--- config.mk ---
export PLATFORM = sky130hd
export DESIGN_NAME = fibonacci_matrix_power
export DESIGN_NICKNAME = d
export VERILOG_FILES = /design/src/fmp_pkg.sv /design/src/fibonacci_matrix_power.sv
export SDC_FILE = /design/constraint.sdc
export NUM_CORES = 2
export LEC_CHECK = 0
export ABC_AREA = 1
export BUFFER_PORTS_ARGS = -buffer_cell sky130_fd_sc_hd__buf_4
export CAP_MARGIN = 5
export CORE_MARGIN = 5
export CORE_UTILIZATION = 45
export CTS_CLUSTER_SIZE = 14
export DETAILED_ROUTE_END_ITERATION = 16
export GPL_TIMING_DRIVEN = 0
export PLACE_DENSITY_LB_ADDON = 0.12
export SYNTH_ARGS = -nofsm -noshare
export SYNTH_HDL_FRONTEND = slang
export SYNTH_SLANG_ARGS = --single-unit
--- constraint.sdc ---
create_clock -name clk -period 11.3 [get_ports clk]
set_input_delay 2.825 -clock clk [delete_from_list [all_inputs] [get_ports clk]]
set_output_delay 2.825 -clock clk [all_outputs]
set_load 0.1 [all_outputs]
--- src/fmp_pkg.sv ---
// ----------------------------------------------------------------------------
// Fibonacci matrix power package
// Widths, limits and sequencer types shared by the block and its checker.
// ----------------------------------------------------------------------------
package fmp_pkg;

    localparam int EXP_W  = 7;
    localparam int FIB_W  = 63;
    localparam int HALF_W = 32;

    // Largest exponent whose F(p+1) still fits in FIB_W bits.
    localparam int FMP_MAX_EXPONENT = 91;

    typedef enum logic [1:0] {
        ST_IDLE,
        ST_DECIDE,
        ST_MUL,
        ST_DRAIN
    } fmp_state_t;

    // Which of the four products of a pair multiply is being formed.
    typedef enum logic [1:0] {
        T_AD,
        T_DC,
        T_BD,
        T_AC
    } term_t;

    // Which 32 by 32 slice of a product is being formed.
    typedef enum logic [1:0] {
        CH_LL,
        CH_LH,
        CH_HL
    } chunk_t;

endpackage

--- src/fibonacci_matrix_power.sv ---
// ----------------------------------------------------------------------------
// Fibonacci matrix power
// Done follows start in the next cycle for an out-of-range exponent, and for
// p = 0 after one pass through ST_DECIDE; any other p runs one pair multiply
// per set bit and one squaring per bit below its top one. One word at a time:
// start is taken only in idle, and the single 32x32 multiplier sets the pace.
// Reset (rst_n low, asynchronous) returns the sequencer to idle, no done pulse.
// ----------------------------------------------------------------------------
//
// Every power of Q = [[0,1],[1,1]] has the form [[F(n-1),F(n)],[F(n),F(n+1)]],
// so a matrix is held as the pair (a, b) = (F(n), F(n+1)), with F(n-1) = b - a.
// The product of two such pairs (a, b) and (c, d) is
//     a' = a*d + (b - a)*c
//     b' = b*d + a*c
// Square-and-multiply walks the exponent from its low bit: the accumulator
// pair starts as the identity (0, 1), the base pair as Q itself (1, 1).
//
// Each 63 by 63 product is needed only modulo 2^63, and for every legal
// exponent no value ever exceeds 63 bits. A product therefore takes three
// passes through one 32x32 multiplier: low*low, low*high and high*low, the
// last two shifted up by 32. The high*high slice falls entirely above bit 63.
// A pair multiply issues four products of three slices each, and the
// registered partial product is folded into one of two running sums in the
// next cycle by the single shared adder, so the ST_DRAIN state closes it.
//
// The receiver cannot stall: done is a one-cycle strobe and the result ports
// hold their value until the next word is finished.

module fibonacci_matrix_power #(
    parameter int MAX_EXPONENT = fmp_pkg::FMP_MAX_EXPONENT
) (
    input  logic                       clk,
    input  logic                       rst_n,
    input  logic                       start,
    input  logic [fmp_pkg::EXP_W-1:0]  exponent,
    output logic                       busy,
    output logic                       done,
    output logic [fmp_pkg::FIB_W-1:0]  fib_next,
    output logic [fmp_pkg::FIB_W-1:0]  fib_this,
    output logic                       out_of_range
);

    import fmp_pkg::*;

    localparam int TOP_W = FIB_W - HALF_W;

    // Control state.
    fmp_state_t state_reg, state_next;
    logic       phase_reg, phase_next;      // 0: accumulator step, 1: base step
    logic       tgt_base_reg, tgt_base_next;
    term_t      term_reg, term_next;
    chunk_t     chunk_reg, chunk_next;
    logic       pp_valid_reg, pp_valid_next;
    logic       done_reg, done_next;

    // Datapath registers.
    logic [EXP_W-1:0]    p_reg, p_next;
    logic [FIB_W-1:0]    acc_a_reg, acc_a_next, acc_b_reg, acc_b_next;
    logic [FIB_W-1:0]    base_a_reg, base_a_next, base_b_reg, base_b_next;
    logic [FIB_W-1:0]    diff_reg, diff_next;
    logic [FIB_W-1:0]    sum_a_reg, sum_a_next, sum_b_reg, sum_b_next;
    logic [2*HALF_W-1:0] prod_reg, prod_next;
    logic                pp_hi_reg, pp_hi_next;
    logic                pp_to_b_reg, pp_to_b_next;
    logic [FIB_W-1:0]    res_hi_reg, res_hi_next, res_lo_reg, res_lo_next;
    logic                oor_reg, oor_next;

    // Shared arithmetic.
    logic [FIB_W-1:0]    y_a, y_b, op_x, op_y;
    logic [HALF_W-1:0]   mul_a, mul_b;
    logic [2*HALF_W-1:0] mul_p;
    logic [FIB_W-1:0]    addend, add_in, add_out;

    // The second operand is the accumulator when folding in a set bit and the
    // base itself when squaring; the first operand is always the base.
    assign y_a = tgt_base_reg ? base_a_reg : acc_a_reg;
    assign y_b = tgt_base_reg ? base_b_reg : acc_b_reg;

    always_comb
    begin
        case (term_reg)
            T_AD:
            begin
                op_x = base_a_reg;
                op_y = y_b;
            end
            T_DC:
            begin
                op_x = diff_reg;
                op_y = y_a;
            end
            T_BD:
            begin
                op_x = base_b_reg;
                op_y = y_b;
            end
            default:
            begin
                op_x = base_a_reg;
                op_y = y_a;
            end
        endcase

        case (chunk_reg)
            CH_LL:
            begin
                mul_a = op_x[HALF_W-1:0];
                mul_b = op_y[HALF_W-1:0];
            end
            CH_LH:
            begin
                mul_a = op_x[HALF_W-1:0];
                mul_b = HALF_W'(op_y[FIB_W-1:HALF_W]);
            end
            default:
            begin
                mul_a = HALF_W'(op_x[FIB_W-1:HALF_W]);
                mul_b = op_y[HALF_W-1:0];
            end
        endcase
    end

    assign mul_p = mul_a * mul_b;

    // Cross slices land 32 bits up; only their low 31 bits survive mod 2^63.
    assign addend  = pp_hi_reg ? {prod_reg[TOP_W-1:0], HALF_W'(0)} : prod_reg[FIB_W-1:0];
    assign add_in  = pp_to_b_reg ? sum_b_reg : sum_a_reg;
    assign add_out = add_in + addend;

    always_comb
    begin
        state_next    = state_reg;
        phase_next    = phase_reg;
        tgt_base_next = tgt_base_reg;
        term_next     = term_reg;
        chunk_next    = chunk_reg;
        pp_valid_next = 1'b0;
        done_next     = 1'b0;
        p_next        = p_reg;
        acc_a_next    = acc_a_reg;
        acc_b_next    = acc_b_reg;
        base_a_next   = base_a_reg;
        base_b_next   = base_b_reg;
        diff_next     = diff_reg;
        sum_a_next    = sum_a_reg;
        sum_b_next    = sum_b_reg;
        prod_next     = mul_p;
        pp_hi_next    = (chunk_reg != CH_LL);
        pp_to_b_next  = (term_reg == T_BD) || (term_reg == T_AC);
        res_hi_next   = res_hi_reg;
        res_lo_next   = res_lo_reg;
        oor_next      = oor_reg;

        // Fold the previous cycle's slice into its running sum.
        if (pp_valid_reg)
        begin
            if (pp_to_b_reg)
            begin
                sum_b_next = add_out;
            end
            else
            begin
                sum_a_next = add_out;
            end
        end

        unique case (state_reg)
            ST_IDLE:
            begin
                if (start)
                begin
                    if (exponent > EXP_W'(MAX_EXPONENT))
                    begin
                        done_next   = 1'b1;
                        oor_next    = 1'b1;
                        res_hi_next = '0;
                        res_lo_next = '0;
                    end
                    else
                    begin
                        p_next      = exponent;
                        acc_a_next  = '0;
                        acc_b_next  = FIB_W'(1);
                        base_a_next = FIB_W'(1);
                        base_b_next = FIB_W'(1);
                        phase_next  = 1'b0;
                        state_next  = ST_DECIDE;
                    end
                end
            end

            ST_DECIDE:
            begin
                if (!phase_reg)
                begin
                    if (p_reg == '0)
                    begin
                        // Only reachable for a zero exponent: the identity.
                        state_next  = ST_IDLE;
                        done_next   = 1'b1;
                        oor_next    = 1'b0;
                        res_hi_next = acc_b_reg;
                        res_lo_next = acc_a_reg;
                    end
                    else
                    begin
                        phase_next = 1'b1;
                        if (p_reg[0])
                        begin
                            tgt_base_next = 1'b0;
                            term_next     = T_AD;
                            chunk_next    = CH_LL;
                            sum_a_next    = '0;
                            sum_b_next    = '0;
                            diff_next     = base_b_reg - base_a_reg;
                            state_next    = ST_MUL;
                        end
                    end
                end
                else
                begin
                    p_next = p_reg >> 1;
                    if (p_reg[EXP_W-1:1] != '0)
                    begin
                        phase_next    = 1'b0;
                        tgt_base_next = 1'b1;
                        term_next     = T_AD;
                        chunk_next    = CH_LL;
                        sum_a_next    = '0;
                        sum_b_next    = '0;
                        diff_next     = base_b_reg - base_a_reg;
                        state_next    = ST_MUL;
                    end
                    else
                    begin
                        state_next  = ST_IDLE;
                        done_next   = 1'b1;
                        oor_next    = 1'b0;
                        res_hi_next = acc_b_reg;
                        res_lo_next = acc_a_reg;
                    end
                end
            end

            ST_MUL:
            begin
                pp_valid_next = 1'b1;
                case (chunk_reg)
                    CH_LL:   chunk_next = CH_LH;
                    CH_LH:   chunk_next = CH_HL;
                    default:
                    begin
                        chunk_next = CH_LL;
                        case (term_reg)
                            T_AD:    term_next = T_DC;
                            T_DC:    term_next = T_BD;
                            T_BD:    term_next = T_AC;
                            default: state_next = ST_DRAIN;
                        endcase
                    end
                endcase
            end

            ST_DRAIN:
            begin
                // The last slice always belongs to the b sum.
                if (tgt_base_reg)
                begin
                    base_a_next = sum_a_reg;
                    base_b_next = add_out;
                end
                else
                begin
                    acc_a_next = sum_a_reg;
                    acc_b_next = add_out;
                end
                state_next = ST_DECIDE;
            end

            default:
            begin
                state_next = ST_IDLE;
            end
        endcase
    end

    always_ff @(posedge clk or negedge rst_n)
    begin
        if (!rst_n)
        begin
            state_reg    <= ST_IDLE;
            phase_reg    <= 1'b0;
            tgt_base_reg <= 1'b0;
            term_reg     <= T_AD;
            chunk_reg    <= CH_LL;
            pp_valid_reg <= 1'b0;
            done_reg     <= 1'b0;
        end
        else
        begin
            state_reg    <= state_next;
            phase_reg    <= phase_next;
            tgt_base_reg <= tgt_base_next;
            term_reg     <= term_next;
            chunk_reg    <= chunk_next;
            pp_valid_reg <= pp_valid_next;
            done_reg     <= done_next;
        end
    end

    always_ff @(posedge clk)
    begin
        p_reg       <= p_next;
        acc_a_reg   <= acc_a_next;
        acc_b_reg   <= acc_b_next;
        base_a_reg  <= base_a_next;
        base_b_reg  <= base_b_next;
        diff_reg    <= diff_next;
        sum_a_reg   <= sum_a_next;
        sum_b_reg   <= sum_b_next;
        prod_reg    <= prod_next;
        pp_hi_reg   <= pp_hi_next;
        pp_to_b_reg <= pp_to_b_next;
        res_hi_reg  <= res_hi_next;
        res_lo_reg  <= res_lo_next;
        oor_reg     <= oor_next;
    end

    assign busy         = (state_reg != ST_IDLE);
    assign done         = done_reg;
    assign fib_next     = res_hi_reg;
    assign fib_this     = res_lo_reg;
    assign out_of_range = oor_reg;

endmodule

==> key figures <==
Clock tree
  • Cts-stage hold buffer count: 0
  • CTS sink cnt: 650
  • CTS buffer count: 69
  • CTS clk-pin slew, worst paths: 70 ps
  • H-tree levels: 3
  • Post-CTS setup buffers: 0
  • CTS-repair resized insts: 0
  • CTS root buffer: clkbuf_16
  • Clock Path Buffers: 3
  • Worst-Skew Late Latency: roughly 660 ps
  • CTS tree: built

Layout
  • Area growth syn-to-layout: 9.09%
  • Final Core Density: approximately half
  • Final #Nets: 10700
  • Share of layout cells above drive strength 1: 5.96%
  • Final instance area: 77700 um2

Critical path
  • Crit-path slowest cell: fa_1
  • Critical setup path kind: reg -> reg
  • Startpoint class of the critical path: flip-flop
  • Crit path max-delay family: adder cells
  • Slowest Stage Delay on Critical Path: slightly below 800 ps
  • WP data arrival: 11620 ps
  • CP max FO: 10
  • CP endpoint kind: flip-flop
  • Most frequent CP cell: fa_1
  • WP data required: 11780 ps
  • Crit path buf inv count: 7

Die
  • Core outline area: approximately 160000 um2
  • Initial Utilization: ~45%
  • Row cnt: around 150
  • I/O Pins: 139
  • DIE HEIGHT: 408 um
  • Die width: approximately 400 um
  • Total Die Area: 166000 um2

Placed design
  • DPL Wire Length: between 200 and 300 mm
  • Port Buffers: approximately 140
  • Final Wtd Congestion: 1.07
  • Dpl cell area: 75300 um2

Yosys
  • Top post-synthesis cells by area: fa_1 25%, edfxtp_1 19%, nand2_1 11%, inv_1 11%, ha_1 6.9%
  • Avg Cell Area, Syn: 7.78 um2
  • Share of the synthesized area in the top cell type: approximately a quarter
  • Commonest cells in the netlist: 2173 x nand2_1, 2043 x inv_1, 1108 x nor2_1
  • Most common cell in the netlist: nand2_1
  • Cell Area, Synth: 71200 um2
  • Ys async rst share: about 1.5%
  • Yosys top cell by area: fa_1
  • Ys Warns: 0
  • Syn nets: 10500
  • Netlist cell types: 46
  • EDFF count, synth: around 450
  • Synth Flop Type: edfxtp_1
  • Register area share after synthesis: roughly a quarter
  • Register bit total from synthesis: 650
  • Post-Synthesis Cells: between 9000 and 10000

Routing
  • Detailed-route DRC error count: 0
  • ANT nets after route: 0
  • Initial DRC count: 8912
  • Vias: 64900
  • Drt total wl: 340 mm
  • Drt first pass iters: 6
  • Vias per cell: 5.64
  • Routed len/inst: 29.5 um

Timing
  • Rel. slew slack: 11.8%
  • Final hold vios: 0
  • Hold_ws: 496 ps
  • Clock period minus worst slack: ~11000 ps
  • Setup_tns: 0 ps
  • Slew Limit Fails: 0
  • FMAX: 89.7 MHz
  • Setup repair after global routing missed its margin: false
  • Clk_skew: 47.8 ps
  • Final Setup Violations: 0
  • Worst Tran Pin Value: between 1000 and 1500 ps
  • Tcrit/Tclk final: between 90% and 100%

Run
  • Max_cap viols: 0

GRT
  • Initial antenna violation count: 13
  • Gr usage total: 40.1%
  • Largest net degree at the start of global routing: 36
  • Remaining Overflow, GRT: 0
  • First-pass GRT wire length: 470 mm
  • Vias in the first global route: between 60000 and 70000

Worst hold path
  • Hold Path Class: reg -> reg

Run status
  • Status: finished clean
cells by family (layout without fill, tap and decap cells):
family | Yosys count | count (layout) | share of synthesized area (%)
AND/OR/NAND/NOR | 3738 | 3738 | 20.7
flip-flops | 650 | 650 | 24.7
AO/OA/AOI/OAI | 950 | 950 | 7.85
other | 0 | 12 | 0
adder cells (fa/ha/maj) | 1288 | 1288 | 32.1
XOR/XNOR | 116 | 116 | 1.43
buffers and inverters | 2410 | 2693 | 13.3
final timing paths:
path / slack, ps / cells past startpoint / startpoint / end
max: 150 / 31 / term_reg[0] / prod_reg[42]
min: 500 / 2 / chunk_reg[0] / chunk_reg[0]
max reg2reg: 150 / 31 / term_reg[0] / prod_reg[42]
min reg2reg: 500 / 2 / chunk_reg[0] / chunk_reg[0]
max in group asynchronous: 9130 / 1 / rst_n / state_reg[1]
min in group asynchronous: 2000 / 1 / rst_n / state_reg[0]
per-stage QoR:
step / cells / setup slack (ps)
floorplan: 9152 / 1320
detailed placement: 11400 / 466
CTS: 11500 / 454
finish: 11500 / 154
global placement: 11400 / -2200
global route: 11500 / 35.7
per-layer routing:
layer  up-vias  share of wire [%]  global-route usage, %  routed length [um]
li1      28200                  -                      -                   -
met3       638                 15                   16.6               50500
met1     31900                 41                   56.7              141000
met5         -              0.021                      0                  72
met2      4144                 38                   53.6              130000
met4        10                5.5                   17.4               18800
final cells by class:
class,count,area [um2]
Antenna cell,12,30.0
Buffer,326,1630
Clock buffer,93,1970
Clock inverter,33,384
Fill cell,16000,80100
Inverter,2084,7830
Multi-Input combinational cell,6092,44200
Sequential cell,650,17600
Tap cell,2072,2590
Timing Repair Buffer,157,1460
tightest hold or removal path, delay by kind of cell, from the launching register on:
kind,cells,cell delay [ps]
flip-flops,1,350
AND/OR/NAND/NOR,1,60
AO/OA/AOI/OAI,1,60
layout by cell type (no fill, tap or decap), drive strengths merged, types with 36 or more instances in the layout:
cell	instances
nand4	37
clkbuf	202
o211ai	50
nor3	41
dfxtp	191
inv	2083
nand2	2173
a221o	54
edfxtp	449
o21ai	418
buf	374
ha	391
nor2	1110
xor2	92
a21oi	347
nand3	324
fa	897
o21bai	36
Power is not shown: default switching activity piles up to over one toggle a cycle in this logic, so the estimate is an artifact.
